`config.mk`:
```
export PLATFORM = sky130hd
export DESIGN_NAME = rtcp_ctrl
export DESIGN_NICKNAME = d
export VERILOG_FILES = /design/src/sv/rtcp_pkg.sv /design/src/sv/rtcp_ctrl.sv
export VERILOG_INCLUDE_DIRS = /design/src /design/src/sv
export SDC_FILE = /design/constraint.sdc
export NUM_CORES = 1
export LEC_CHECK = 0
export ABC_AREA = 0
export ABC_CLOCK_PERIOD_IN_PS = 2600
export BUFFER_PORTS_ARGS = -buffer_cell sky130_fd_sc_hd__buf_2
export CAP_MARGIN = 10
export CORE_MARGIN = 2
export CORE_UTILIZATION = 52
export DETAILED_ROUTE_END_ITERATION = 8
export GPL_ROUTABILITY_DRIVEN = 0
export PLACE_DENSITY = 0.85
export SLEW_MARGIN = 25
export SYNTH_ARGS = -nofsm -noshare
export SYNTH_HDL_FRONTEND = slang
export SYNTH_SLANG_ARGS = --single-unit
```
`constraint.sdc`:
```
create_clock -name clock -period 2.6 [get_ports clock]
set_clock_uncertainty 0.1 [all_clocks]
set_input_delay 0.26 -clock clock [delete_from_list [all_inputs] [get_ports clock]]
set_output_delay 0.26 -clock clock [all_outputs]
set_load 0.01 [all_outputs]
```
`src/sv/rigid_transform_closest_point_macros.svh`:
```
// Assertion macros of the closest-point search RTL, used by rtcp_ctrl.
`ifndef RIGID_TRANSFORM_CLOSEST_POINT_MACROS_SVH
`define RIGID_TRANSFORM_CLOSEST_POINT_MACROS_SVH

// same-cycle implication, disabled during reset
`define RTCP_ASSERT_IMPL(name, clk, rst, ante, cons) \
   name: assert property (@(posedge clk) disable iff (rst) (ante) |-> (cons)) \
      else $error("rtcp assertion failed (same cycle)");

// next-cycle implication, disabled during reset
`define RTCP_ASSERT_NEXT(name, clk, rst, ante, cons) \
   name: assert property (@(posedge clk) disable iff (rst) (ante) |=> (cons)) \
      else $error("rtcp assertion failed (next cycle)");

`endif

```
`src/sv/rtcp_pkg.sv`:
```
// Types, codes and helpers of the rigid-transform closest-point search.
package rtcp_pkg;

   localparam logic ACT_LOAD  = 1'b0;
   localparam logic ACT_QUERY = 1'b1;

   localparam logic [2:0] CSR_ROT_ROW0    = 3'd0;
   localparam logic [2:0] CSR_ROT_ROW1    = 3'd1;
   localparam logic [2:0] CSR_ROT_ROW2    = 3'd2;
   localparam logic [2:0] CSR_TRANSLATION = 3'd3;
   localparam logic [2:0] CSR_POINT_COUNT = 3'd4;

   localparam logic [47:0] ROT_ROW0_RESET = 48'h0000_0000_4000;
   localparam logic [47:0] ROT_ROW1_RESET = 48'h0000_4000_0000;
   localparam logic [47:0] ROT_ROW2_RESET = 48'h4000_0000_0000;
   localparam logic [10:0] COUNT_RESET    = 11'd1;

   localparam int STEP_W = 4;
   localparam logic [STEP_W-1:0] MUL_STEPS   = 4'd9;
   localparam logic [STEP_W-1:0] XFORM_STEPS = 4'd11;
   localparam logic [STEP_W-1:0] SCAN_LAT    = 4'd4;

   typedef struct packed {
      logic               action;
      logic [9:0]         slot;
      logic signed [19:0] point_x;
      logic signed [19:0] point_y;
      logic signed [19:0] point_z;
   } req_type;

   typedef struct packed {
      logic [9:0]         match_index;
      logic signed [19:0] match_x;
      logic signed [19:0] match_y;
      logic signed [19:0] match_z;
      logic [45:0]        min_distance;
   } rsp_type;

   typedef enum logic [2:0] {
      ST_IDLE,
      ST_XFORM,
      ST_SCAN,
      ST_DRAIN,
      ST_DONE
   } state_type;

   typedef struct packed {
      logic       load_we;
      logic       capture;
      logic       mul_issue;
      logic [1:0] mul_row;
      logic [1:0] mul_col;
      logic       scan_issue;
      logic       out_load;
   } cmd_type;

   typedef struct packed {
      logic scan_last;
      logic out_busy;
   } sts_type;

   function automatic logic [1:0] step_row(input logic [STEP_W-1:0] step);
      logic [1:0] r;
      unique case (step)
         4'd0, 4'd1, 4'd2: r = 2'd0;
         4'd3, 4'd4, 4'd5: r = 2'd1;
         4'd6, 4'd7, 4'd8: r = 2'd2;
         default:          r = 2'd0;
      endcase
      return r;
   endfunction

   function automatic logic [1:0] step_col(input logic [STEP_W-1:0] step);
      logic [1:0] c;
      unique case (step)
         4'd0, 4'd3, 4'd6: c = 2'd0;
         4'd1, 4'd4, 4'd7: c = 2'd1;
         4'd2, 4'd5, 4'd8: c = 2'd2;
         default:          c = 2'd0;
      endcase
      return c;
   endfunction

   function automatic logic signed [19:0] sat20(input logic signed [25:0] v);
      logic signed [19:0] r;
      if (v > 26'sd524287) begin
         r = 20'sd524287;
      end else if (v < -26'sd524288) begin
         r = -20'sd524288;
      end else begin
         r = v[19:0];
      end
      return r;
   endfunction

endpackage

```
`src/sv/rtcp_ctrl.sv`:
```
// Sequencer: accepts beats, steps the transform, scan and result hand-off.
`include "rigid_transform_closest_point_macros.svh"

module rtcp_ctrl (
   input  logic             clock,
   input  logic             reset,
   input  logic             req_valid,
   input  logic             req_action,
   output logic             req_stall,
   output rtcp_pkg::cmd_type cmd,
   input  rtcp_pkg::sts_type sts
);
   import rtcp_pkg::*;

   state_type         state_ff, state_in;
   logic [STEP_W-1:0] step_ff, step_in;

   always_ff @(posedge clock) begin
      if (reset) begin
         state_ff <= ST_IDLE;
         step_ff  <= '0;
      end else begin
         state_ff <= state_in;
         step_ff  <= step_in;
      end
   end

   always_comb begin
      state_in = state_ff;
      step_in  = step_ff;
      unique case (state_ff)
         ST_IDLE: begin
            step_in = '0;
            if (req_valid && req_action == ACT_QUERY) begin
               state_in = ST_XFORM;
            end
         end
         ST_XFORM: begin
            if (step_ff == XFORM_STEPS - 4'd1) begin
               state_in = ST_SCAN;
               step_in  = '0;
            end else begin
               step_in = step_ff + 4'd1;
            end
         end
         ST_SCAN: begin
            step_in = '0;
            if (sts.scan_last) begin
               state_in = ST_DRAIN;
            end
         end
         ST_DRAIN: begin
            if (step_ff == SCAN_LAT - 4'd1) begin
               state_in = ST_DONE;
               step_in  = '0;
            end else begin
               step_in = step_ff + 4'd1;
            end
         end
         ST_DONE: begin
            if (!sts.out_busy) begin
               state_in = ST_IDLE;
            end
         end
         default: begin
            state_in = ST_IDLE;
            step_in  = '0;
         end
      endcase
   end

   always_comb begin
      cmd       = '0;
      req_stall = 1'b1;
      unique case (state_ff)
         ST_IDLE: begin
            req_stall = 1'b0;
            if (req_valid) begin
               cmd.load_we = (req_action == ACT_LOAD);
               cmd.capture = (req_action == ACT_QUERY);
            end
         end
         ST_XFORM: begin
            cmd.mul_issue = (step_ff < MUL_STEPS);
            cmd.mul_row   = step_row(step_ff);
            cmd.mul_col   = step_col(step_ff);
         end
         ST_SCAN: begin
            cmd.scan_issue = 1'b1;
         end
         ST_DRAIN: begin
         end
         ST_DONE: begin
            cmd.out_load = !sts.out_busy;
         end
         default: begin
         end
      endcase
   end

   `RTCP_ASSERT_IMPL(a_load_free, clock, reset, cmd.out_load, !sts.out_busy)
   `RTCP_ASSERT_NEXT(a_query_xform, clock, reset,
      req_valid && !req_stall && req_action == ACT_QUERY, state_ff == ST_XFORM)
   `RTCP_ASSERT_NEXT(a_load_idle, clock, reset,
      req_valid && !req_stall && req_action == ACT_LOAD, state_ff == ST_IDLE)
   `RTCP_ASSERT_NEXT(a_drain_done, clock, reset,
      state_ff == ST_DRAIN && step_ff == SCAN_LAT - 4'd1, state_ff == ST_DONE)

endmodule

```
==> results.cfg, run 1 <==
[outcome]
outcome = finished, final reports clean

[logic_synthesis]
netlist_area_um2 = 769
syn_inst = 86
ys_seq_elements = 11
yosys_warnings = 0
ys_seq_area_frac = 0.286
synth-simple-area-share = 0.309
synth_mux_area_frac = 0.0130
synth_xor_area_frac = 0.0228
avgSynthCellArea_um2 = 8.95
synth_nets = 99
synth-compound-area-share = 0.216
ys_types = 32
synth_top_family_by_area = simple AND/OR/NAND/NOR gates
synth_fa_ha_area_frac = 0.114

[route]
drtIter0Drc = 11
wl_per_cell_um = 13.4
dr.pass1.iters = 4
viasPerCell = 5.50
num_vias = 677
drc = 0
antenna_left = 0
drt_wl_total_mm = 1.65

[cells_and_area]
final_common_cell = buf_2
area_delta_synth_final_pct = 19.8
final_cell_mix = buf_2, dfxtp_1, nor2_1, and2_1, ha_1
num_antenna_cells = 0
nets = 122
drive_above_1_share = 0.296
final_core_util = 0.691
final_cells = 123
finish.instance_area_um2 = 922

[clock_network]
numCtsBuffers = 3
cts.sinks = 11
cts_tree = yes
cts_resized = 0
clk_latency_ns = 0.28
clk_pin_slew_worst_paths_ns = 0.08
cts-root-buf = clkbuf_4
cts_hold_buf = 0
post_cts.repair.setup_buffers = 0
h-tree-depth = 1
cts_buffer_depth = 2

[setup_path]
start_kind = flip-flop
required_ns = 2.67
cp_top_family = compound AO/OA/AOI/OAI gates
worstPathCellList = ha_1, nor3b_2, o2bb2ai_4, nor2_1, a211oi_2, buf_4, ha_1, nor2b_1, a32o_1, a211oi_1, mux2i_1
critPathKind = flip-flop to flip-flop
slowest_stage = dfxtp_1
critical_path_buf_inv_count = 1
crit_path_frequent_cell = ha_1
cp.arrival_ns = 2.53
max_stage_delay_ns = 0.42
cp-end-kind = flip-flop
crit_fanout = 5

[sta]
finalCriticalPeriod_ns = 2.47
slew_viol_final = 0
tightest_slew_ns = 0.369
slew_headroom = 0.754
max_freq_mhz = 405
finalHoldViolCount = 0
setup_violations = 0
setup_tns_ns = 0
fin_crit_sh = 0.949

[die]
chipHeight_um = 42.5
row_count = 13
ios = 16
die_x_um = 42.5
start_util = 0.577
core_um2 = 1330
die_area_um2 = 1800

[grt]
antenna_found_initial = 0
grt_overflow = 0
first_global_vias = 680
track_usage = 0.208
grt_max_degree = 15
grt_first_pass_wirelength_mm = 2.90

[run]
drv_cap = 0

[power]
power_uw = 364
power.density_nw_per_um2 = 395
ir_drop_mv = 0.302
p_leak_uw = 0.000473

[hold_path]
min_path_type = input port to flip-flop

[placed_design]
placed_cells = 119
hpwl_mm = 1.24
place_area_um2 = 890
portBuffers = 15
-- Yosys cell counts --
cell type	count	area, um^2
nand2_1	5	18.8
a32o_1	2	20.0
nor3_1	1	5.00
xnor2_1	2	17.5
or2b_1	1	7.51
a211oi_1	3	22.5
nand2b_1	1	6.26
nor2_2	2	12.5
ha_1	7	87.6
nor3b_2	1	12.5
a22oi_1	2	15.0
nor2b_1	2	12.5
o21a_1	1	7.51
o2bb2ai_4	1	27.5
a21oi_1	6	30.0
or3_1	2	12.5
or3b_1	1	8.76
a22oi_4	1	21.3
clkbuf_1	1	3.75
nor3b_4	1	18.8
a21boi_0	1	7.51
and3_1	2	12.5
dfxtp_1	11	220
nand3_1	1	5.00
nor2_1	9	33.8
inv_1	5	18.8
o21ai_0	3	15.0
and2_1	7	43.8
mux2i_1	1	10.0
nand3b_1	1	7.51
buf_4	1	7.51
nand3b_4	1	20.0
-- cell families after synthesis --
| logic type | Yosys count |
|---|---|
| and+or+nand+nor | 38 |
| AOI/OAI and AO/OA | 20 |
| xor gates and xnor gates | 2 |
| buffers and inverters | 7 |
| muxes | 1 |
| adders and majority gates | 7 |
| DFF | 11 |
-- stage by stage --
step           hold slack (ns)  setup WS (ns)
2_1_floorplan            0.257          0.250
3_3_place_gp             0.436          0.293
3_5_place_dp             0.485          0.184
4_1_cts                  0.198          0.149
5_1_grt                  0.229        -0.0101
6_report                 0.207          0.132
-- power breakdown --
part / total, uW / switching, uW / internal (uW)
Sequential: 178 / 4.70 / 173
Combinational: 60.7 / 32.1 / 28.5
Clock: 126 / 66.0 / 59.6
Total: 364 / 103 / 261
-- metal layers --
metal | track usage | part of all wire
met1 | 0.247 | 0.44
met2 | 0.369 | 0.50
met3 | 0.0517 | 0.044
met4 | 0.0563 | 0.014
met5 | 0 | 0
-- worst paths after layout --
path / from / endpoint / slack [ns] / cells past startpoint
worst max-delay path: step_ff[1] / flip-flop / 0.13 / 11
worst min-delay path: reset / step_ff[1] / 0.21 / 2
worst max register to register: step_ff[1] / flip-flop / 0.13 / 11
worst min register to register: step_ff[0] / step_ff[0] / 0.44 / 1
-- worst reg2reg max path, delay by kind of cell, from the launching register on --
family / cells / cell delay [ns]
buffers and inverters: 1 / 0.15
AND/OR/NAND/NOR: 3 / 0.58
AO/OA/AOI/OAI: 4 / 0.61
multiplexers: 1 / 0.10
adder cells (fa/ha/maj): 2 / 0.39
flip-flops: 1 / 0.42
-- final cells by class --
cell class                 count  area (um^2)
multi-input combinational     68          524
sequential                    11          221
inverter                       5         18.8
fill                         116          412
tap                           15         18.8
clock buffer                   4         26.3
timing repair buffer          20          113
(Power assumes the default switching activity.)
==> run 2: changes to the inputs <==
Settings changed: CORE_UTILIZATION 52 to 55, CTS_BUF_LIST from default to sky130_fd_sc_hd__clkbuf_2 sky130_fd_sc_hd__clkbuf_4 sky130_fd_sc_hd__clkbuf_8, PLACE_DENSITY 0.85 to 0.89, RECOVER_POWER from default to 100.
==> run 2 against run 1 <==
Against the previous run: via count increased by 6.5%; sequential power is essentially flat; clock power about the same; utilization up 5.3 points; flip-flop and latch count did not move; worst hold slack improved by 0.016 ns; die area shrank 4.9%; final cell count grew 2.4%; sequential share of layout area fell by 0.76 points; first-iteration DRC count is 82% higher; combinational power is 8.6% higher; highest routed layer unchanged.
==> results.cfg, run 2 (synthesized netlist as in run 1, its figures left out) <==
[outcome]
outcome = finished, final reports clean

[power]
power_frac_seq = 0.480
power.density_nw_per_um2 = 383
p_leak_uw = 0.000491
swShare = 0.260
clock_power_share = 0.343
switchingPower_uw = 96.7
intPower_uw = 274
ir_drop_mv = 0.370
power_uw = 371
p_comb_frac = 0.178

[sta]
finalHoldViolCount = 0
setup_violations = 0
slew_headroom = 0.750
max_freq_mhz = 398
slew_viol_final = 0
setup_slack_ns = 0.0890
tightest_slew_ns = 0.374
finalCriticalPeriod_ns = 2.51
fin_crit_sh = 0.966

[route]
drtIter0Drc = 20
antenna_left = 0
num_vias = 721
viasPerCell = 5.72
met3_length_um = 107
wl_per_cell_um = 14.3
drc = 0
dr.pass1.iters = 4
top_layer = met4
met2_length_um = 934
drt_wl_total_mm = 1.80
m1WireLength_um = 717

[clock_network]
cts_hold_buf = 0
cts_tree = yes
clk_pin_slew_worst_paths_ns = 0.07
h-tree-depth = 1
cts_buffer_depth = 2
cts-root-buf = clkbuf_4
clk_latency_ns = 0.27
numCtsBuffers = 3
cts.sinks = 11

[cells_and_area]
multi_input_area_um2 = 541
final_common_cell = buf_2
area_delta_synth_final_pct = 25.9
nets = 125
drive_above_1_share = 0.360
num_antenna_cells = 0
final_cell_mix = buf_2, dfxtp_1, buf_4, nor2_1, ha_1
seq_area_um2 = 225
fillers = 102

[placed_design]
portBuffers = 15
hpwl_mm = 1.32
pre_cts_ws_ns = -0.119

[setup_path]
cp-end-kind = flip-flop
crit_fanout = 6
start_kind = flip-flop
cp.arrival_ns = 2.56
required_ns = 2.65
critPathKind = flip-flop to flip-flop

[grt]
grt_first_pass_wirelength_mm = 3.15
grt_overflow = 0
track_usage = 0.240
first_global_vias = 687
grt_max_degree = 15
antenna_found_initial = 0

[die]
die_x_um = 41.4
row_count = 13
chipHeight_um = 41.4
ios = 16
die_area_um2 = 1710
start_util = 0.591
core_um2 = 1300

[run]
drv_cap = 0

[hold_path]
min_path_type = input port to flip-flop
[run 2: changes by cell type in the layout (fill, tap and decap cells not counted), sizes merged]
| cell | change |
|---|---|
| buf | +3 |
[run 2: path summary, 6_finish.rpt]
check                           startpoint    endpoint  slack, ns  depth (start not counted)
worst max register to register  step_ff[0]   flip-flop       0.09                         12
worst max-delay path            step_ff[0]   flip-flop       0.09                         12
worst min register to register  step_ff[0]  step_ff[0]       0.40                          1
worst min-delay path                 reset  step_ff[2]       0.22                          2
[run 2: final cells by class]
| cell class | count | area share |
|---|---|---|
| clock buffers | 4 | 0.0310 |
| inverters | 5 | 0.0194 |
| multi-input cells | 68 | 0.558 |
| repair buffers | 23 | 0.140 |
| well taps | 15 | 0.0194 |
| flip-flops and latches | 11 | 0.233 |
[run 2: timing repair]
| item | CTS | global route |
|---|---|---|
| endpoints found under the setup margin | 1 | 2 |
| setup buffers | 3 | 1 |
| pin swaps | 1 | 1 |
| resized for setup | 2 | 6 |
[run 2: per-layer routing]
layer / track usage / vias to the layer above
met5: 0 / -
met4: 0.142 / 0
met1: 0.281 / 340
li1: - / 349
met3: 0.0565 / 6
met2: 0.394 / 26
[run 2: worst max-delay path, stage by stage (launching register included)]
cell,delay [ns]
dfxtp_4,0.39
ha_1,0.19
nor3b_4,0.22
o2bb2ai_4,0.10
buf_4,0.15
nor2_2,0.11
a211oi_2,0.07
buf_4,0.15
ha_1,0.19
nor2b_1,0.17
a32o_1,0.29
a211oi_2,0.16
mux2i_1,0.10
[run 2: metrics by stage]
| step | hold slack (ns) | instances | TNS [ns] | cell area, um^2 | util |
|---|---|---|---|---|---|
| floorplan | 0.257 | 86 | 0 | 769 | - |
| global placement | 0.444 | 118 | -0.00819 | 882 | 0.678 |
| detailed placement | 0.477 | 118 | -0.119 | 882 | 0.678 |
| CTS | 0.204 | 125 | 0 | 938 | 0.721 |
| global route | 0.224 | 126 | -0.0422 | 968 | 0.744 |
| finish | 0.224 | 126 | 0 | 968 | 0.744 |
[run 2: power by group through the flow]
stage               clock [uW]  combinational [uW]  sequential, uW
floorplan                    0                36.2             180
global placement             0                53.2             181
detailed placement           0                57.5             181
CTS                        132                62.8             178
global route               141                74.2             179
finish                     127                65.9             178
